File: src/fcvs_pkg.sv
// Shared types, constants and register codes of the fused corner voltage setpoint block.
package fcvs_pkg;

    localparam int FUSE_W      = 64;
    localparam int UV_W        = 21;
    localparam int UNDERVOLT_W = 7;
    localparam int FREQ_W      = 12;
    localparam int RANGE_W     = 8;
    localparam int VLEVEL_W    = 8;
    localparam int CORNER_W    = 2;
    localparam int CFG_IDX_W   = 3;
    localparam int NUM_CORNERS = 3;
    localparam int TRIM_W      = 6;
    localparam int WANT_W      = 23;

    localparam int MAX_UNDERVOLT_STEPS_DEF = 40;

    localparam int TRIM_LSB1 = 0;
    localparam int TRIM_LSB2 = 18;
    localparam int TRIM_LSB3 = 36;

    localparam logic [UV_W-1:0] TRIM_STEP_UV  = 21'd10000;
    localparam logic [UV_W-1:0] RAIL_STEP_UV  = 21'd12500;
    localparam logic [UV_W-1:0] RAIL_MIN_UV   = 21'd375000;
    localparam logic [UV_W-1:0] RAIL_MAX_UV   = 21'd1562500;
    localparam logic [UV_W-1:0] HARD_FLOOR_UV = 21'd550000;

    localparam logic signed [WANT_W-1:0] RAIL_STEP_UV_S = 23'sd12500;

    localparam logic [FREQ_W-1:0] CORNER1_MAX_MHZ = 12'd400;
    localparam logic [FREQ_W-1:0] CORNER2_MAX_MHZ = 12'd800;

    localparam logic [UV_W-1:0] CEIL1_RST  = 21'd1050000;
    localparam logic [UV_W-1:0] CEIL2_RST  = 21'd1225000;
    localparam logic [UV_W-1:0] CEIL3_RST  = 21'd1350000;
    localparam logic [UV_W-1:0] FLOOR1_RST = 21'd1050000;
    localparam logic [UV_W-1:0] FLOOR2_RST = 21'd1050000;
    localparam logic [UV_W-1:0] FLOOR3_RST = 21'd1155000;

    // floor(y / 3125) = (y * RECIP_MULT) >> RECIP_SHIFT, exact for y below 2^19
    localparam int              QDIV_W      = 19;
    localparam int              RECIP_W     = 18;
    localparam int              RECIP_SHIFT = 29;
    localparam logic [RECIP_W-1:0] RECIP_MULT = 18'd171799;

    typedef enum logic [CFG_IDX_W-1:0] {
        REG_FUSE_ROW,
        REG_UNDERVOLT,
        REG_CEIL1,
        REG_CEIL2,
        REG_CEIL3,
        REG_FLOOR1,
        REG_FLOOR2,
        REG_FLOOR3
    } reg_index_t;

    typedef enum logic [1:0] {
        STATUS_OK,
        STATUS_RANGE,
        STATUS_REGULATOR
    } status_t;

    typedef struct packed {
        logic [FUSE_W-1:0]                   fuse_row;
        logic signed [UNDERVOLT_W-1:0]       undervolt;
        logic [NUM_CORNERS-1:0][UV_W-1:0]    ceiling_uv;
        logic [NUM_CORNERS-1:0][UV_W-1:0]    floor_uv;
    } cfg_t;

    typedef struct packed {
        logic [FREQ_W-1:0]  frequency_mhz;
        logic [RANGE_W-1:0] regulator_range;
    } item_t;

    typedef struct packed {
        logic [UV_W-1:0]     want_uv;
        status_t             status;
        logic [CORNER_W-1:0] corner;
        logic                fuse_valid;
    } want_t;

    typedef struct packed {
        logic load_want;
        logic load_quot;
        logic load_out;
    } stage_ctrl_t;

endpackage

File: src/fcvs_cfg.sv
// Configuration registers with saturation of the undervolt offset.
module fcvs_cfg #(
    parameter int MAX_UNDERVOLT_STEPS = fcvs_pkg::MAX_UNDERVOLT_STEPS_DEF
) (
    input  logic                           clk,
    input  logic                           rst_n,
    input  logic                           cfg_we,
    input  logic [fcvs_pkg::CFG_IDX_W-1:0] cfg_index,
    input  logic [fcvs_pkg::FUSE_W-1:0]    cfg_wdata,
    output fcvs_pkg::cfg_t                 cfg
);

    fcvs_pkg::cfg_t                          cfg_reg;
    fcvs_pkg::cfg_t                          cfg_next;
    int                                      uv_raw;
    logic signed [fcvs_pkg::UNDERVOLT_W-1:0] uv_sat;
    logic [fcvs_pkg::UV_W-1:0]               wdata_uv;

    always_comb
    begin
        uv_raw = int'($signed(cfg_wdata[fcvs_pkg::UNDERVOLT_W-1:0]));
        if (uv_raw > 0)
        begin
            uv_raw = 0;
        end
        if (uv_raw < -MAX_UNDERVOLT_STEPS)
        begin
            uv_raw = -MAX_UNDERVOLT_STEPS;
        end
        uv_sat = fcvs_pkg::UNDERVOLT_W'(uv_raw);
    end

    assign wdata_uv = cfg_wdata[fcvs_pkg::UV_W-1:0];

    always_comb
    begin
        cfg_next = cfg_reg;
        if (cfg_we)
        begin
            case (fcvs_pkg::reg_index_t'(cfg_index))
                fcvs_pkg::REG_FUSE_ROW:  cfg_next.fuse_row      = cfg_wdata;
                fcvs_pkg::REG_UNDERVOLT: cfg_next.undervolt     = uv_sat;
                fcvs_pkg::REG_CEIL1:     cfg_next.ceiling_uv[0] = wdata_uv;
                fcvs_pkg::REG_CEIL2:     cfg_next.ceiling_uv[1] = wdata_uv;
                fcvs_pkg::REG_CEIL3:     cfg_next.ceiling_uv[2] = wdata_uv;
                fcvs_pkg::REG_FLOOR1:    cfg_next.floor_uv[0]   = wdata_uv;
                fcvs_pkg::REG_FLOOR2:    cfg_next.floor_uv[1]   = wdata_uv;
                fcvs_pkg::REG_FLOOR3:    cfg_next.floor_uv[2]   = wdata_uv;
                default:                 cfg_next = cfg_reg;
            endcase
        end
    end

    always_ff @(posedge clk or negedge rst_n)
    begin
        if (!rst_n)
        begin
            cfg_reg.fuse_row      <= '0;
            cfg_reg.undervolt     <= '0;
            cfg_reg.ceiling_uv[0] <= fcvs_pkg::CEIL1_RST;
            cfg_reg.ceiling_uv[1] <= fcvs_pkg::CEIL2_RST;
            cfg_reg.ceiling_uv[2] <= fcvs_pkg::CEIL3_RST;
            cfg_reg.floor_uv[0]   <= fcvs_pkg::FLOOR1_RST;
            cfg_reg.floor_uv[1]   <= fcvs_pkg::FLOOR2_RST;
            cfg_reg.floor_uv[2]   <= fcvs_pkg::FLOOR3_RST;
        end
        else
        begin
            cfg_reg <= cfg_next;
        end
    end

    assign cfg = cfg_reg;

endmodule

File: src/fcvs_want.sv
// Corner decode, fuse trim, clamps, undervolt offset and range check.
module fcvs_want (
    input  logic            clk,
    input  logic            load,
    input  fcvs_pkg::item_t item,
    input  fcvs_pkg::cfg_t  cfg,
    output fcvs_pkg::want_t want
);

    fcvs_pkg::want_t                    want_reg;
    fcvs_pkg::want_t                    want_next;
    logic [1:0]                         cidx;
    logic [fcvs_pkg::TRIM_W-1:0]        trim;
    logic [fcvs_pkg::UV_W-1:0]          ceil_sel;
    logic [fcvs_pkg::UV_W-1:0]          floor_sel;
    logic [fcvs_pkg::QDIV_W-1:0]        delta;
    logic                               fuse_ok;
    logic signed [fcvs_pkg::WANT_W-1:0] trimmed;
    logic signed [fcvs_pkg::WANT_W-1:0] corner_uv;
    logic signed [fcvs_pkg::WANT_W-1:0] sum;

    assign fuse_ok = (cfg.fuse_row != '0) && (cfg.fuse_row != '1);

    always_comb
    begin
        if (item.frequency_mhz <= fcvs_pkg::CORNER1_MAX_MHZ)
        begin
            cidx = 2'd0;
        end
        else if (item.frequency_mhz <= fcvs_pkg::CORNER2_MAX_MHZ)
        begin
            cidx = 2'd1;
        end
        else
        begin
            cidx = 2'd2;
        end

        case (cidx)
            2'd0:    trim = cfg.fuse_row[fcvs_pkg::TRIM_LSB1 +: fcvs_pkg::TRIM_W];
            2'd1:    trim = cfg.fuse_row[fcvs_pkg::TRIM_LSB2 +: fcvs_pkg::TRIM_W];
            default: trim = cfg.fuse_row[fcvs_pkg::TRIM_LSB3 +: fcvs_pkg::TRIM_W];
        endcase

        ceil_sel  = cfg.ceiling_uv[cidx];
        floor_sel = cfg.floor_uv[cidx];
        delta     = fcvs_pkg::QDIV_W'(trim[fcvs_pkg::TRIM_W-2:0] * fcvs_pkg::TRIM_STEP_UV);

        // raise steps never exceed the ceiling; lower steps then meet the floor
        if (trim[fcvs_pkg::TRIM_W-1])
        begin
            trimmed = $signed({2'b00, ceil_sel}) - $signed({4'b0000, delta});
        end
        else
        begin
            trimmed = $signed({2'b00, ceil_sel});
        end
        if (trimmed < $signed({2'b00, floor_sel}))
        begin
            trimmed = $signed({2'b00, floor_sel});
        end

        corner_uv = fuse_ok ? trimmed : $signed({2'b00, ceil_sel});
        sum = corner_uv + fcvs_pkg::WANT_W'(cfg.undervolt) * fcvs_pkg::RAIL_STEP_UV_S;
        if (sum < $signed({2'b00, fcvs_pkg::HARD_FLOOR_UV}))
        begin
            sum = $signed({2'b00, fcvs_pkg::HARD_FLOOR_UV});
        end

        want_next.want_uv    = sum[fcvs_pkg::UV_W-1:0];
        want_next.corner     = 2'(cidx + 2'd1);
        want_next.fuse_valid = fuse_ok;
        if (sum > $signed({2'b00, fcvs_pkg::RAIL_MAX_UV}))
        begin
            want_next.status = fcvs_pkg::STATUS_RANGE;
        end
        else if (item.regulator_range != '0)
        begin
            want_next.status = fcvs_pkg::STATUS_REGULATOR;
        end
        else
        begin
            want_next.status = fcvs_pkg::STATUS_OK;
        end
    end

    always_ff @(posedge clk)
    begin
        if (load)
        begin
            want_reg <= want_next;
        end
    end

    assign want = want_reg;

endmodule

File: src/fcvs_enc.sv
// Round-up setpoint code by reciprocal multiply, then the programmed voltage.
module fcvs_enc (
    input  logic                          clk,
    input  fcvs_pkg::stage_ctrl_t         ctrl,
    input  fcvs_pkg::want_t               want,
    output logic [1:0]                    status,
    output logic [fcvs_pkg::VLEVEL_W-1:0] vlevel,
    output logic [fcvs_pkg::UV_W-1:0]     programmed_uv,
    output logic [fcvs_pkg::CORNER_W-1:0] corner,
    output logic                          fuse_valid
);

    localparam int PROD_W = fcvs_pkg::QDIV_W + fcvs_pkg::RECIP_W;

    typedef struct packed {
        fcvs_pkg::status_t             status;
        logic [fcvs_pkg::VLEVEL_W-1:0] vlevel;
        logic [fcvs_pkg::CORNER_W-1:0] corner;
        logic                          fuse_valid;
    } quot_t;

    typedef struct packed {
        fcvs_pkg::status_t             status;
        logic [fcvs_pkg::VLEVEL_W-1:0] vlevel;
        logic [fcvs_pkg::UV_W-1:0]     programmed_uv;
        logic [fcvs_pkg::CORNER_W-1:0] corner;
        logic                          fuse_valid;
    } result_t;

    quot_t                       quot_reg;
    quot_t                       quot_next;
    result_t                     result_reg;
    result_t                     result_next;
    logic [fcvs_pkg::UV_W-1:0]   offset_uv;
    logic [PROD_W-1:0]           prod;

    // want is at least the hard floor, so the offset never wraps
    assign offset_uv = fcvs_pkg::UV_W'(want.want_uv - fcvs_pkg::RAIL_MIN_UV
                                       + fcvs_pkg::RAIL_STEP_UV - 21'd1);
    assign prod      = PROD_W'(offset_uv[fcvs_pkg::UV_W-1:2]) * PROD_W'(fcvs_pkg::RECIP_MULT);

    always_comb
    begin
        quot_next.status     = want.status;
        quot_next.corner     = want.corner;
        quot_next.fuse_valid = want.fuse_valid;
        if (want.status == fcvs_pkg::STATUS_OK)
        begin
            quot_next.vlevel = prod[fcvs_pkg::RECIP_SHIFT +: fcvs_pkg::VLEVEL_W];
        end
        else
        begin
            quot_next.vlevel = '0;
        end
    end

    always_comb
    begin
        result_next.status     = quot_reg.status;
        result_next.vlevel     = quot_reg.vlevel;
        result_next.corner     = quot_reg.corner;
        result_next.fuse_valid = quot_reg.fuse_valid;
        if (quot_reg.status == fcvs_pkg::STATUS_OK)
        begin
            result_next.programmed_uv = fcvs_pkg::UV_W'(quot_reg.vlevel * fcvs_pkg::RAIL_STEP_UV
                                                        + fcvs_pkg::RAIL_MIN_UV);
        end
        else
        begin
            result_next.programmed_uv = '0;
        end
    end

    always_ff @(posedge clk)
    begin
        if (ctrl.load_quot)
        begin
            quot_reg <= quot_next;
        end
        if (ctrl.load_out)
        begin
            result_reg <= result_next;
        end
    end

    assign status        = result_reg.status;
    assign vlevel        = result_reg.vlevel;
    assign programmed_uv = result_reg.programmed_uv;
    assign corner        = result_reg.corner;
    assign fuse_valid    = result_reg.fuse_valid;

endmodule

File: src/fused_corner_voltage_setpoint.sv
// Top level of the fused corner voltage setpoint block.
// Maps a CPU frequency to a fuse corner, trims that corner's ceiling by the fused
// sign-magnitude steps, clamps to ceiling then floor, adds the undervolt offset
// with a 550 mV hard floor, and encodes a round-up setpoint code for a 375 mV
// plus 12.5 mV per code buck. One item is accepted every clock while in_stall is low;
// each accepted item then passes in order through four register stages: input,
// target voltage, quotient (the reciprocal multiply) and result (the code to
// microvolt multiply). in_stall rises only when all four stages are full and
// out_stall is high. Configuration writes take effect at the next clock.
module fused_corner_voltage_setpoint #(
    parameter int MAX_UNDERVOLT_STEPS = fcvs_pkg::MAX_UNDERVOLT_STEPS_DEF
) (
    input  logic                           clk,
    input  logic                           rst_n,
    input  logic                           cfg_we,
    input  logic [fcvs_pkg::CFG_IDX_W-1:0] cfg_index,
    input  logic [fcvs_pkg::FUSE_W-1:0]    cfg_wdata,
    input  logic                           in_valid,
    output logic                           in_stall,
    input  logic [fcvs_pkg::FREQ_W-1:0]    frequency_mhz,
    input  logic [fcvs_pkg::RANGE_W-1:0]   regulator_range,
    output logic                           out_valid,
    input  logic                           out_stall,
    output logic [1:0]                     status,
    output logic [fcvs_pkg::VLEVEL_W-1:0]  vlevel,
    output logic [fcvs_pkg::UV_W-1:0]      programmed_uv,
    output logic [fcvs_pkg::CORNER_W-1:0]  corner,
    output logic                           fuse_valid
);

    fcvs_pkg::cfg_t        cfg;
    fcvs_pkg::item_t       item_reg;
    fcvs_pkg::want_t       want;
    fcvs_pkg::stage_ctrl_t ctrl;
    logic                  load_item;
    logic                  item_valid_reg;
    logic                  want_valid_reg;
    logic                  quot_valid_reg;
    logic                  out_valid_reg;

    // advance a stage when it is empty or the stage after it advances
    assign ctrl.load_out  = !out_valid_reg || !out_stall;
    assign ctrl.load_quot = !quot_valid_reg || ctrl.load_out;
    assign ctrl.load_want = !want_valid_reg || ctrl.load_quot;
    assign load_item      = !item_valid_reg || ctrl.load_want;
    assign in_stall       = !load_item;
    assign out_valid      = out_valid_reg;

    always_ff @(posedge clk or negedge rst_n)
    begin
        if (!rst_n)
        begin
            item_valid_reg <= 1'b0;
            want_valid_reg <= 1'b0;
            quot_valid_reg <= 1'b0;
            out_valid_reg  <= 1'b0;
        end
        else
        begin
            if (load_item)
            begin
                item_valid_reg <= in_valid;
            end
            if (ctrl.load_want)
            begin
                want_valid_reg <= item_valid_reg;
            end
            if (ctrl.load_quot)
            begin
                quot_valid_reg <= want_valid_reg;
            end
            if (ctrl.load_out)
            begin
                out_valid_reg <= quot_valid_reg;
            end
        end
    end

    always_ff @(posedge clk)
    begin
        if (load_item && in_valid)
        begin
            item_reg.frequency_mhz   <= frequency_mhz;
            item_reg.regulator_range <= regulator_range;
        end
    end

    fcvs_cfg #(
        .MAX_UNDERVOLT_STEPS(MAX_UNDERVOLT_STEPS)
    ) u_cfg (
        .clk       (clk),
        .rst_n     (rst_n),
        .cfg_we    (cfg_we),
        .cfg_index (cfg_index),
        .cfg_wdata (cfg_wdata),
        .cfg       (cfg)
    );

    fcvs_want u_want (
        .clk  (clk),
        .load (ctrl.load_want),
        .item (item_reg),
        .cfg  (cfg),
        .want (want)
    );

    fcvs_enc u_enc (
        .clk           (clk),
        .ctrl          (ctrl),
        .want          (want),
        .status        (status),
        .vlevel        (vlevel),
        .programmed_uv (programmed_uv),
        .corner        (corner),
        .fuse_valid    (fuse_valid)
    );

`ifndef SYNTH
    a_stall_only_when_full: assert property (@(posedge clk) disable iff (!rst_n)
        in_stall |-> (item_valid_reg && want_valid_reg && quot_valid_reg
                      && out_valid_reg && out_stall))
        else $error("input stalled while the pipeline has room");

    a_accept_fills_input: assert property (@(posedge clk) disable iff (!rst_n)
        (in_valid && !in_stall) |=> item_valid_reg)
        else $error("accepted item lost at the input stage");

    a_no_repeat: assert property (@(posedge clk) disable iff (!rst_n)
        (out_valid && !out_stall && !quot_valid_reg) |=> !out_valid)
        else $error("result repeated after it was taken");

    a_error_zeroes: assert property (@(posedge clk) disable iff (!rst_n)
        (out_valid && (status != fcvs_pkg::STATUS_OK)) |-> ((vlevel == '0)
                                                            && (programmed_uv == '0)))
        else $error("nonzero code reported with an error status");

    a_hard_floor: assert property (@(posedge clk) disable iff (!rst_n)
        (out_valid && (status == fcvs_pkg::STATUS_OK))
            |-> ((programmed_uv >= fcvs_pkg::HARD_FLOOR_UV) && (corner != '0)))
        else $error("programmed voltage below the hard floor or corner missing");
`endif

endmodule
File: config.mk
export PLATFORM = sky130hd
export DESIGN_NAME = fused_corner_voltage_setpoint
export DESIGN_NICKNAME = d
export VERILOG_FILES = /design/src/fcvs_pkg.sv /design/src/fcvs_cfg.sv /design/src/fcvs_want.sv /design/src/fcvs_enc.sv /design/src/fused_corner_voltage_setpoint.sv
export SDC_FILE = /design/constraint.sdc
export NUM_CORES = 1
export LEC_CHECK = 0
export ABC_CLOCK_PERIOD_IN_PS = 16300
export BUFFER_PORTS_ARGS = -buffer_cell sky130_fd_sc_hd__buf_2
export CORE_ASPECT_RATIO = 0.8
export CORE_MARGIN = 8
export CORE_UTILIZATION = 55
export CTS_CLUSTER_SIZE = 16
export DETAILED_ROUTE_END_ITERATION = 16
export PLACE_DENSITY = 0.74
export SYNTH_ARGS = -nofsm -noshare
export SYNTH_HDL_FRONTEND = slang
export SYNTH_HIERARCHICAL = 1
export SYNTH_SLANG_ARGS = --single-unit
File: constraint.sdc
create_clock -name clk -period 16.3 [get_ports clk]
set_input_delay 1.63 -clock clk [delete_from_list [all_inputs] [get_ports clk]]
set_output_delay 1.63 -clock clk [all_outputs]
set_load 0.01 [all_outputs]
# [Word-level counts from Yosys, hierarchy flattened]
# Cells that the tools add are included.
[word_totals] register_bits=294 input_bits=92 word_cells=95
[classes] n_addsub=7 n_mul=4 order_cmp=8 n_eq_ne=9 mux=14 n_reduce_logical=26
[op_table] operator="$mux W23" count=4
[op_table] operator="$bmux W21 S2" count=2
[op_table] operator="$ne A64 B64 Y1 const B" count=1
[op_table] operator="$reduce_bool A64 Y1" count=1
[op_table] operator="$mux W21" count=2
[op_table] operator="$mul A19 B18 Y37 const B" count=1
[op_table] operator="$lt A32 B7 Y1 const B" count=1
[op_table] operator="$mux W32" count=1
[op_table] operator="$add A23 B23 Y23" count=1
[op_table] operator="$gt A23 B22 Y1 const B" count=1
[op_table] operator="$lt A23 B21 Y1 const B" count=1
[op_table] operator="$lt A23 B22 Y1" count=1
[op_table] operator="$sub A21 B19 Y22" count=1
[op_table] operator="$add A21 B14 Y21 const B" count=1
[op_table] operator="$add A21 B19 Y21 const B" count=1
[op_table] operator="$sub A21 B1 Y21 const B" count=1
[op_table] operator="$sub A21 B19 Y21 const B" count=1
[op_table] operator="$mul A7 B13 Y20 const B" count=1
[op_table] operator="$mul A8 B12 Y19 const B" count=1
[op_table] operator="$reduce_and A2 Y1" count=8
[op_table] operator="$mul A5 B10 Y15 const B" count=1
[op_table] operator="$eq A3 B3 Y1 const B" count=4
[op_table] operator="$le A12 B10 Y1 const B" count=1
[op_table] operator="$le A12 B9 Y1 const B" count=1
[op_table] operator="other kinds (15)" count=29

# [Depth between registers and ports, before layout]
# Gate-level depths: netlist (run 1).
[logic_depth] depth_word=15 depth_mapped=62 mapped_depth_nobuf=58

# [Modules after synthesis]
# The synthesis (run 1) kept the hierarchy.
[by_module_without_submodules] module="fcvs_enc" instances=1 cells_per_inst=966 area_per_inst_um2=9512.9
[by_module_without_submodules] module="fcvs_cfg" instances=1 cells_per_inst=450 area_per_inst_um2=7517.2
[by_module_without_submodules] module="fcvs_want" instances=1 cells_per_inst=875 area_per_inst_um2=6891.6
[by_module_without_submodules] module="fused_corner_voltage_setpoint" instances=1 cells_per_inst=34 area_per_inst_um2=769.5

# [Least setup slack after synthesis (run 1)]
# No wires, ideal clock.
[synth_path] path_kind="reg-to-reg" startpoint="reg item_reg[8] (netlist bit)" endpoint="reg u_want.want_reg, in the netlist u_want/want[3] (data pin)" arrival_ns=13.240 t_required_ns=16.035 path_slack_ns=2.796 path_stages_with_launch=60 cell_sequence="edfxtp_1 or4_1 o2111a_1 or2_1 buf_6 nor2_1 clkbuf_1 clkbuf_1 inv_1 ha_1 a22oi_1 o21ai_0 fa_1 inv_1 ha_1 ha_1 ha_1 inv_1 [24 not listed] a211oi_1 o21a_1 o211a_1 o21ai_0 a21oi_1 nor2_1 o31ai_1 a41oi_1 nor4b_1 ha_1 clkbuf_1 inv_1 nand2b_1 or3_1 or4b_2 a2111oi_2 o41a_1 o41ai_1"
[synth_via] elab_chain_len=15 word_cells_on_any_way=21
[synth_lines] element="start: declaration" line_no="fused_corner_voltage_setpoint.sv:32" rtl="fcvs_pkg::item_t item_reg;"
[synth_lines] element="$le A12 B10 Y1" line_no="fcvs_want.sv:30" rtl="else if (item.frequency_mhz <= fcvs_pkg::CORNER2_MAX_MHZ)"
[synth_lines] element="$mux W2" line_no="fcvs_want.sv:30"
[synth_lines] element="$mux W2 *" line_no="fcvs_want.sv:26" rtl="if (item.frequency_mhz <= fcvs_pkg::CORNER1_MAX_MHZ)"
[synth_lines] element="$eq A2 B1 Y1 or $logic_not A2 Y1 (tied branches)" line_no="fcvs_want.sv:39" rtl="case (cidx)"
[synth_lines] element="$pmux W6 S2" line_no="fcvs_want.sv:39"
[synth_lines] element="$mul A5 B10 Y15" line_no="fcvs_want.sv:47" rtl="delta = fcvs_pkg::QDIV_W'(trim[fcvs_pkg::TRIM_W-2:0] * fcvs_pkg::TRIM_STEP_UV);"
[synth_lines] element="$sub A21 B19 Y22" line_no="fcvs_want.sv:52" rtl="trimmed = $signed({2'b00, ceil_sel}) - $signed({4'b0000, delta});"
[synth_lines] element="$mux W23" line_no="fcvs_want.sv:50" rtl="if (trim[fcvs_pkg::TRIM_W-1])"
[synth_lines] element="$lt A23 B22 Y1" line_no="fcvs_want.sv:58" rtl="if (trimmed < $signed({2'b00, floor_sel}))"
[synth_lines] element="$mux W23" line_no="fcvs_want.sv:58"
[synth_lines] element="$mux W23 *" line_no="fcvs_want.sv:63" rtl="corner_uv = fuse_ok ? trimmed : $signed({2'b00, ceil_sel});"
[synth_lines] element="$add A23 B23 Y23 *" line_no="fcvs_want.sv:64" rtl="sum = corner_uv + fcvs_pkg::WANT_W'(cfg.undervolt) * fcvs_pkg::RAIL_STEP_UV_S;"
[synth_lines] element="$lt A23 B21 Y1" line_no="fcvs_want.sv:65" rtl="if (sum < $signed({2'b00, fcvs_pkg::HARD_FLOOR_UV}))"
[synth_lines] element="$mux W23 *" line_no="fcvs_want.sv:65"
[synth_lines] element="via u_want.sum, one bit" line_no="fcvs_want.sv:20" rtl="logic signed [fcvs_pkg::WANT_W-1:0] sum;"
[synth_lines] element="$gt A23 B22 Y1 *" line_no="fcvs_want.sv:73" rtl="if (sum > $signed({2'b00, fcvs_pkg::RAIL_MAX_UV}))"
[synth_lines] element="end signal: assignment" line_no="fcvs_want.sv:91" rtl="want_reg <= want_next;"
[synth_lines] element="end: declaration" line_no="fcvs_want.sv:10" rtl="fcvs_pkg::want_t want_reg;"
# Mark *: on every way through the listed nets, which the timed path passes. The rest lies on a longest branch. The select of a mux whose other input is x is not followed.
# A chain may end at the register's enable or synchronous reset.

# [Worst setup path in the final report (run 1)]
# Same ends and word-level chain as after synthesis.

==> impl_results.md, run 1 <==
* DR top layer: met4
* CP max-delay cell: a2111oi_1
* Crit path capture type: register
* Area post-placement at 25900 um^2
* Core ar. at 44400 um^2
* Multi-input gate area at 15100 um^2
* Final setup viols at 0
* Number of flops mapped to enable cells by yosys at 91
* Relative slew slack at 18.2%
* Num CTS Buffers at 27
* Post-synthesis cell count at 2325
* Share of post-route cells with drive strength above 1 at 14.1%
* Sequential area share after synthesis at 31.7%
* Final Cycle Share at 92.5%
* Most frequent CP cell: ha_1
* Max Root-Sink Buffers at 3
* Synth cell count leaders: inv_1, ha_1, dfrtp_1
* Post-Syn Area at 24700 um^2
* Seq cells post-synth at 292
* Final worst slack at 1.23 ns
* Initial antenna violation count at 2
* Setup TNS at 0 ns
* Die area at 52000 um^2
* Most common cell in the netlist: inv_1
* WL met1 at 27600 um
* Setup crit start kind: register
* WL met3 at 3920 um
* Fmax at 66.4 MHz
* # hold bufs at CTS at 0
* Place WS at 1.28 ns
* WHS Path Cells at 0
* Run status: finished, final reports clean
* Crit path buf inv count at 6
* CTS tree: yes
* Clock-pin slew on the worst setup and hold paths at 0.07 ns
* Port Buffer Count at 125
* Gr ovfl total at 0
* Worst skew pair latency at 0.56 ns
* Area added between synthesis and finish at 8.77%
* DIE HEIGHT at 206 um
* Sink Count at 292
* Total GRT Usage at 23.0%
* Synth area leaders: ha_1, dfrtp_1, fa_1, edfxtp_1, inv_1
* Post-synth ARST share at 68.8%
* Vias after detailed routing at 17600
* Nets at 3009
* Worst hold path type: register to register
* Slew @ Worst Pin at 1.22 ns
* Post-synth top area cell: ha_1
* Post_cts resized at 0
* Antenna viol nets, final at 0
* Total Wirelength at 59600 um
* CP Class: register to register
* Largest net degree at the start of global routing at 125
* # Post-CTS Setup Buffers at 0
* Tmin final at 15.07 ns
* CP delay by family, top: compound AO/OA/AOI/OAI gates
* Drt initial violations at 1231
* Num rows at 69
* Post-DP HPWL at 47500 um
* DRC at 0
* RSZ-0062 raised after global routing: no
* Filler cells at 3626
* Initial Util at 55.6%
* Max_cap viols at 0
* Slowest stage delay, CP at 0.69 ns
* First-pass GRT wire length at 96200 um
* CTS HTree Levels at 1
* Most used flip-flop cell after synthesis: dfrtp_1
* IO Pins at 128
* Pre-antenna DRT Iters at 5
* Syn_area_per_cell at 10.6 um^2
* Via count of the first global-routing pass at 17900
* Max reg flops at 197
* Ys Warns at 6
* WL/cell at 19.4 um
* Routability congestion estimate at 0.925
* CP max FO at 29
* Critical path arrival at 15.35 ns
* DIE WIDTH at 253 um
* Final Max Slew Viols at 0
* Root Buffer: clkbuf_16
* WP data required at 16.58 ns
* Sequential Area at 7820 um^2
* Skew final at 0.0155 ns
* DR vias/cell at 5.73
* R2R depth at 54
* Stages on the worst setup path at 54
* Design area at 26900 um^2
* WL met2 at 27300 um
* Post-synth cell types at 94
* Final Hold Fails at 0
* Yosys top cell area share at 17.2%
-- cells in the final DEF (no fill, tap or decap), types with 9 or more instances in the layout --
cell type / synthesis / final
nand2b_1: 13 / 13
a211oi_1: 10 / 10
o21bai_1: 12 / 12
or2_2: 12 / 13
dfstp_2: 44 / 44
nor2_1: 91 / 89
and2_1: 16 / 16
clkbuf_16: 0 / 28
o21ai_0: 78 / 75
nor2b_1: 18 / 18
inv_1: 364 / 364
and3_1: 9 / 9
ha_1: 339 / 339
a21o_1: 50 / 50
nand4_1: 35 / 35
o211ai_1: 10 / 10
xnor2_1: 69 / 69
xor2_1: 39 / 39
mux2_1: 113 / 113
a21oi_1: 95 / 95
nand3_1: 24 / 24
nand2_1: 103 / 103
mux2_2: 77 / 77
o21a_1: 17 / 17
nor4_1: 23 / 23
buf_4: 5 / 21
dfrtp_1: 157 / 157
buf_2: 16 / 124
a22o_1: 33 / 33
edfxtp_1: 91 / 91
fa_1: 137 / 137
nor3_1: 31 / 31
a22oi_1: 15 / 15
-- worst register-to-register path, delay by kind of cell, from the launching register on --
family          cells  cell delay [ns]
compound gates     23             5.68
xor+xnor            2             0.34
fa+ha+maj          11             3.77
buf+inv             6             0.93
flops               1             0.38
simple gates       12             3.74
-- cell type report --
class                           instances  area share [%]
Sequential cell                       292            29.1
Inverter                              368            5.20
Timing Repair Buffer                  146            2.95
Clock inverter                         17           0.829
Multi-Input combinational cell       1606            56.4
Clock buffer                           32            2.70
Antenna cell                            2          0.0186
Tap cell                              603            2.81
-- per-layer routing --
| layer | vias up | GRT usage (%) |
|---|---|---|
| li1 | 8340 | - |
| met1 | 8707 | 32.6 |
| met2 | 468 | 37.5 |
| met3 | 52 | 4.14 |
| met4 | 0 | 3.67 |
| met5 | - | 0 |
-- final timing paths --
kind | end | slack, ns | startpoint
setup / recovery | u_want/want[3] | 1.23 | item_reg[8]
hold reg to reg | u_enc/fuse_valid | 0.42 | u_enc/quot_reg[0]
max in group asynchronous | u_cfg/cfg[106] | 13.54 | rst_n
hold / removal | u_enc/fuse_valid | 0.42 | u_enc/quot_reg[0]
min in group asynchronous | u_cfg/cfg[181] | 1.22 | rst_n
setup reg to reg | u_want/want[3] | 1.23 | item_reg[8]
-- per-stage QoR --
step | cells | utilization [%] | hold WS, ns
global route | 3066 | 60.5 | 0.428
CTS | 3064 | 60.5 | 0.420
global placement | 3015 | 58.4 | 0.404
detailed placement | 3015 | 58.4 | 0.405
floorplan | 2326 | - | 0.400
finish | 3066 | 60.5 | 0.419
-- cell families (layout without fill, tap and decap cells) --
group,count (synthesis),count (layout),synth area share [%]
AO/OA/AOI/OAI,395,395,11.0
AND/OR/NAND/NOR,427,427,9.19
flip-flops,292,292,31.7
multiplexers,197,197,8.95
adder cells (fa/ha/maj),476,476,28.3
XOR/XNOR,109,109,3.90
other,1,4,0.0152
buffers and inverters,428,563,7.04
Power of run 1 is left out: the tool's default activity adds up to more than one toggle a clock period on the data nets, which glitch-free logic cannot reach.
==> inputs of run 2 (changes only) <==
Settings changed: ABC_AREA set to 1.
==> run 2 against run 1 <==
Compared with the run above: core utilization is 0.57 points lower; fmax is 27% higher; synthesized area is 5.8% higher; critical path type unchanged; critical endpoint is now u_want/want[4].
==> impl_results.md, run 2 <==
* Root Buffer: clkbuf_16
* Core ar. at 47000 um^2 (+5.9%)
* Gr ovfl total at 0 (unchanged)
* Syn_area_per_cell at 8.06 um^2 (-24%)
* Post-synth cell types at 65 (-31%)
* DIE HEIGHT at 211 um (+2.6%)
* Finished Layout Cells at 3982 (+30%)
* Antenna viol nets, final at 0 (unchanged)
* Initial antenna violation count at 1 (-1)
* Slowest stage delay, CP at 0.58 ns (-0.11 ns)
* Port Buffer Count at 125 (unchanged)
* Largest net degree at the start of global routing at 122 (-2.4%)
* Worst hold path type: register to register
* Post_cts resized at 0 (unchanged)
* RSZ-0062 raised after global routing: no
* Yosys top cell area share at 16.2% (-0.94 points)
* CP max-delay cell: fa_1
* Ys Warns at 6 (unchanged)
* Total Wirelength at 67500 um (+13%)
* Critical path arrival at 12.13 ns (-3.22 ns)
* Post-synth top area cell: ha_1
* Most frequent CP cell: nand2_1
* Die area at 54800 um^2 (+5.4%)
* Tmin final at 11.84 ns (-3.23 ns)
* Setup TNS at 0 ns (unchanged)
* Total GRT Usage at 24.5% (+1.4 points)
* IO Pins at 128 (unchanged)
* # Post-CTS Setup Buffers at 0 (unchanged)
* Synth cell count leaders: nand2_1, inv_1, ha_1
* Placed cells at 3929 (+30%)
* Sequential area share after synthesis at 29.9% (-1.7 points)
* Final setup viols at 0 (unchanged)
* Finished Core Util at 60.0% (-0.57 points)
* Post-Syn Area at 26100 um^2 (+5.8%)
* Post-synth ARST share at 68.8% (unchanged)
* Num CTS Buffers at 29 (+7.4%)
* Sink Count at 292 (unchanged)
* First-pass GRT wire length at 110000 um (+15%)
* Number of flops mapped to enable cells by yosys at 91 (unchanged)
* Clock-pin slew on the worst setup and hold paths at 0.07 ns (about the same)
* Synth area leaders: ha_1, dfrtp_1, nand2_1, fa_1, edfxtp_1
* Slew @ Worst Pin at 1.08 ns (-0.145 ns)
* Post-synthesis cell count at 3240 (+39%)
* Commonest cells after routing, fill and taps aside: nand2_1, inv_1, ha_1
* Initial Util at 55.6% (-0.057 points)
* Filler cells at 4156 (+15%)
* Worst skew pair latency at 0.57 ns (about the same)
* Skew final at 0.0129 ns (-0.00257 ns)
* Seq cells post-synth at 292 (unchanged)
* # hold bufs at CTS at 0 (unchanged)
* Commonest non-fill, non-tap cell in the layout: nand2_1
* Drt initial violations at 1620 (+32%)
* CP max FO at 19 (-34%)
* Vias after detailed routing at 21700 (+24%)
* Pre-antenna DRT Iters at 6 (+1)
* WP data required at 16.59 ns (about the same)
* CTS tree: yes
* DRC at 0 (unchanged)
* Most common cell in the netlist: nand2_1
* Crit path capture type: register
* Num rows at 71 (+2.9%)
* Most used flip-flop cell after synthesis: dfrtp_1
* Final Hold Fails at 0 (unchanged)
* DIE WIDTH at 260 um (+2.7%)
* CP Class: register to register
* Via count of the first global-routing pass at 21900 (+22%)
* Final Max Slew Viols at 0 (unchanged)
* Area added between synthesis and finish at 7.87%
* Post-DP HPWL at 53900 um (+13%)
* DR vias/cell at 5.46 (-4.7%)
* Max_cap viols at 0 (unchanged)
* Nets at 3908 (+30%)
* Final Cycle Share at 72.6% (-20 points)
* CP delay by family, top: simple AND/OR/NAND/NOR gates
* Max Root-Sink Buffers at 3 (unchanged)
* CTS HTree Levels at 1 (unchanged)
* Routability congestion estimate at 0.944 (+2.0%)
* Setup crit start kind: register
* Crit path buf inv count at 10 (+4)
* WL/cell at 17.0 um (-13%)
* Run status: finished, final reports clean
* Max reg flops at 197 (unchanged)
* Share of post-route cells with drive strength above 1 at 10.1% (-4.1 points)
* Relative slew slack at 28.1% (+9.9 points)
* Fmax at 84.5 MHz (+27%)
## run 2: stage by stage
stage	instance area (um^2)	hold WS (ns)	setup WS (ns)
after floorplan	26100	0.400	6.16
after global placement	27300	0.406	5.08
after detailed placement	27300	0.407	4.65
after CTS	28200	0.421	4.60
after global routing	28200	0.429	3.24
final	28200	0.416	4.46
## run 2: per-layer routing
metal | track usage, % | vias to the layer above | wire length (um) | share of wire (%)
met5 | 0 | - | 0 | 0
met4 | 5.89 | 0 | 1580 | 2.3
met3 | 2.61 | 101 | 3420 | 5.1
met2 | 41.9 | 595 | 32000 | 47
met1 | 33.1 | 10400 | 30500 | 45
li1 | - | 10600 | - | -
## run 2: logic make-up (layout without fill, tap and decap cells)
logic type	count (synthesis)	after routing	synth area share [%]
other	1	3	0.0144
multiplexers	1	1	0.0383
adder cells (fa/ha/maj)	476	476	26.7
AO/OA/AOI/OAI	468	468	10.2
AND/OR/NAND/NOR	1299	1299	21.5
buffers and inverters	651	771	9.71
flip-flops	292	292	29.9
XOR/XNOR	52	52	1.83
## run 2: final cells by class
cell class | count | area, um^2 | share of cell area (%)
Antenna cell | 1 | 2.50 | 0.00888
Tap cell | 620 | 776 | 2.75
Inverter | 585 | 2200 | 7.80
Clock inverter | 8 | 73.8 | 0.262
Sequential cell | 292 | 7820 | 27.7
Clock buffer | 44 | 816 | 2.90
Multi-Input combinational cell | 2298 | 15800 | 56.0
Timing Repair Buffer | 134 | 702 | 2.49
## run 2: path summary, 6_finish.rpt
path                                   start               to  slack, ns  depth (start not counted)
max                             item_reg[19]   u_want/want[4]       4.46                         71
min                        u_enc/quot_reg[1]  u_enc/corner[0]       0.42                          0
max reg2reg                     item_reg[19]   u_want/want[4]       4.46                         71
min reg2reg                u_enc/quot_reg[1]  u_enc/corner[0]       0.42                          0
max in group asynchronous              rst_n   item_valid_reg      13.54                          2
min in group asynchronous              rst_n   u_cfg/cfg[162]       1.20                          1
## run 2: worst register-to-register path, delay by kind of cell (launching register included)
family	cells	cell delay (ns)
buffers and inverters	10	1.46
xor gates and xnor gates	2	0.27
adders and majority gates	10	3.55
DFF	1	0.38
and+or+nand+nor	38	3.82
AOI/OAI and AO/OA	11	2.08
Power of run 2 is left out for the same reason.
==> inputs of run 3 (changes only) <==
Settings changed: ABC_CLOCK_PERIOD_IN_PS 16300 to 9800, PLACE_DENSITY 0.74 to 0.77.
Clock period 16.3 ns to 9.8 ns, I/O delays scaled along.
==> run 3 against run 2 <==
Compared with the run above: sequential share of layout area down 2.0 points; global-route usage down 0.095 points; sequential cell count unchanged; die area unchanged; worst hold slack worse by 0.039 ns; critical path type unchanged; critical endpoint is now u_want/want[3]; largest cell class unchanged.
==> impl_results.md, run 3 (synthesis results as in run 2) <==
* Sink Count at 292 (unchanged)
* DR vias/cell at 5.42 (-0.76%)
* Relative slew slack at 27.7% (-0.40 points)
* Initial Util at 55.6% (unchanged)
* Vias after detailed routing at 22500 (+3.6%)
* Final Cycle Share at 99.9% (+27 points)
* Post-DP HPWL at 53500 um (-0.78%)
* WL/cell at 16.6 um (-2.0%)
* Most frequent CP cell: nand2_1
* CTS HTree Levels at 1 (unchanged)
* Drt initial violations at 1987 (+23%)
* Max Root-Sink Buffers at 3 (unchanged)
* Final setup viols at 0 (unchanged)
* Area added between synthesis and finish at 16.5%
* Commonest cells after routing, fill and taps aside: nand2_1, inv_1, ha_1
* Initial antenna violation count at 0 (-1)
* First-pass GRT wire length at 110000 um (-0.69%)
* Clock-pin slew on the worst setup and hold paths at 0.07 ns (about the same)
* Antenna viol nets, final at 0 (unchanged)
* Setup crit start kind: register
* Pre-antenna DRT Iters at 6 (unchanged)
* Finished Layout Cells at 4158 (+4.4%)
* CP max FO at 6 (-13)
* IO Pins at 128 (unchanged)
* Core ar. at 47000 um^2 (unchanged)
* Max reg flops at 197 (unchanged)
* Total GRT Usage at 24.4% (-0.095 points)
* Place WS at -0.552 ns (-5.20 ns)
* Port Buffer Count at 125 (unchanged)
* Run status: finished, final reports clean
* RSZ-0062 raised after global routing: yes
* Via count of the first global-routing pass at 21300 (-2.8%)
* Placed cells at 4084 (+3.9%)
* Final Max Slew Viols at 0 (unchanged)
* Crit path capture type: register
* CP Class: register to register
* Die area at 54800 um^2 (unchanged)
* Slew @ Worst Pin at 1.08 ns (+0.00740 ns)
* DIE HEIGHT at 211 um (unchanged)
* CP max-delay cell: fa_1
* Gr ovfl total at 0 (unchanged)
* CTS tree: yes
* Tmin final at 9.79 ns (-2.05 ns)
* WP data required at 10.15 ns (-6.44 ns)
* Routability congestion estimate at 0.972 (+3.0%)
* Commonest non-fill, non-tap cell in the layout: nand2_1
* Root Buffer: clkbuf_16
* Slowest stage delay, CP at 0.49 ns (-0.09 ns)
* Number of diodes at 0 (-1)
* Largest net degree at the start of global routing at 69 (-43%)
* Final Hold Fails at 0 (unchanged)
* Fmax at 102 MHz (+21%)
* Nets at 4081 (+4.4%)
* Crit path buf inv count at 11 (+1)
* Worst hold path type: input port to async pin
* Total Wirelength at 69100 um (+2.4%)
* CP delay by family, top: simple AND/OR/NAND/NOR gates
* Max_cap viols at 0 (unchanged)
* Skew final at 0.0153 ns (+0.00240 ns)
* Worst hold slack at 0.377 ns (-0.0390 ns)
* Num CTS Buffers at 31 (+6.9%)
* Critical path arrival at 10.13 ns (-2.00 ns)
* Final worst slack at 0.0139 ns (-4.45 ns)
* Worst skew pair latency at 0.60 ns (+0.03 ns)
* DIE WIDTH at 260 um (unchanged)
* Num rows at 71 (unchanged)
* DRC at 0 (unchanged)
* Share of post-route cells with drive strength above 1 at 19.1% (+9.1 points)
==> run 3: worst register-to-register path, delay by kind of cell (launching register included) <==
family | cells | cell delay (ns)
and+or+nand+nor | 35 | 3.45
adders and majority gates | 10 | 3.05
AOI/OAI and AO/OA | 11 | 1.51
buffers and inverters | 11 | 0.85
DFF | 1 | 0.42
xor gates and xnor gates | 2 | 0.29
==> run 3: metal layers <==
layer  routed length (um)  global-route usage (%)
met5                    0                       0
met4                 1580                    5.30
met3                 4120                    3.14
met2                32000                    39.6
met1                31400                    34.6
==> run 3: area by class of cell <==
class                   instances  area [um^2]
well taps                     620          776
repair buffers                304         1990
multi-input cells            2298        16600
clock buffers                  42          857
inverters                     585         2210
flip-flops and latches        292         7820
repair inverters                1         6.26
clock inverters                16          170
fillers                      3883        16600
==> run 3: repair_timing <==
item | CTS | global route
setup buffers | 8 | 9
setup endpoints to repair | 9 | 23
hold buffers | 0 | 0
resized for setup | 43 | 154
pin swaps | 30 | 69
cloned | 0 | 1
==> run 3: per-stage QoR <==
stage / util (%) / TNS, ns / cell area, um^2
after floorplan: - / 0 / 26100
after global placement: 60.6 / -0.373 / 28500
after detailed placement: 60.6 / -1.47 / 28500
after CTS: 63.3 / 0 / 29800
after global routing: 64.7 / -1.36 / 30400
final: 64.7 / 0 / 30400
==> run 3: final timing paths <==
check                               start  slack [ns]                end  depth (start not counted)
max                          item_reg[15]        0.01     u_want/want[3]                         69
min                                 rst_n        0.38     u_cfg/cfg[191]                          1
max reg2reg                  item_reg[15]        0.01     u_want/want[3]                         69
min reg2reg                u_want/want[0]        0.42  u_enc/quot_reg[0]                          0
max in group asynchronous           rst_n        8.10     u_cfg/cfg[127]                          2
min in group clk           u_want/want[0]        0.42  u_enc/quot_reg[0]                          0
Power of run 3 is left out for the same reason.
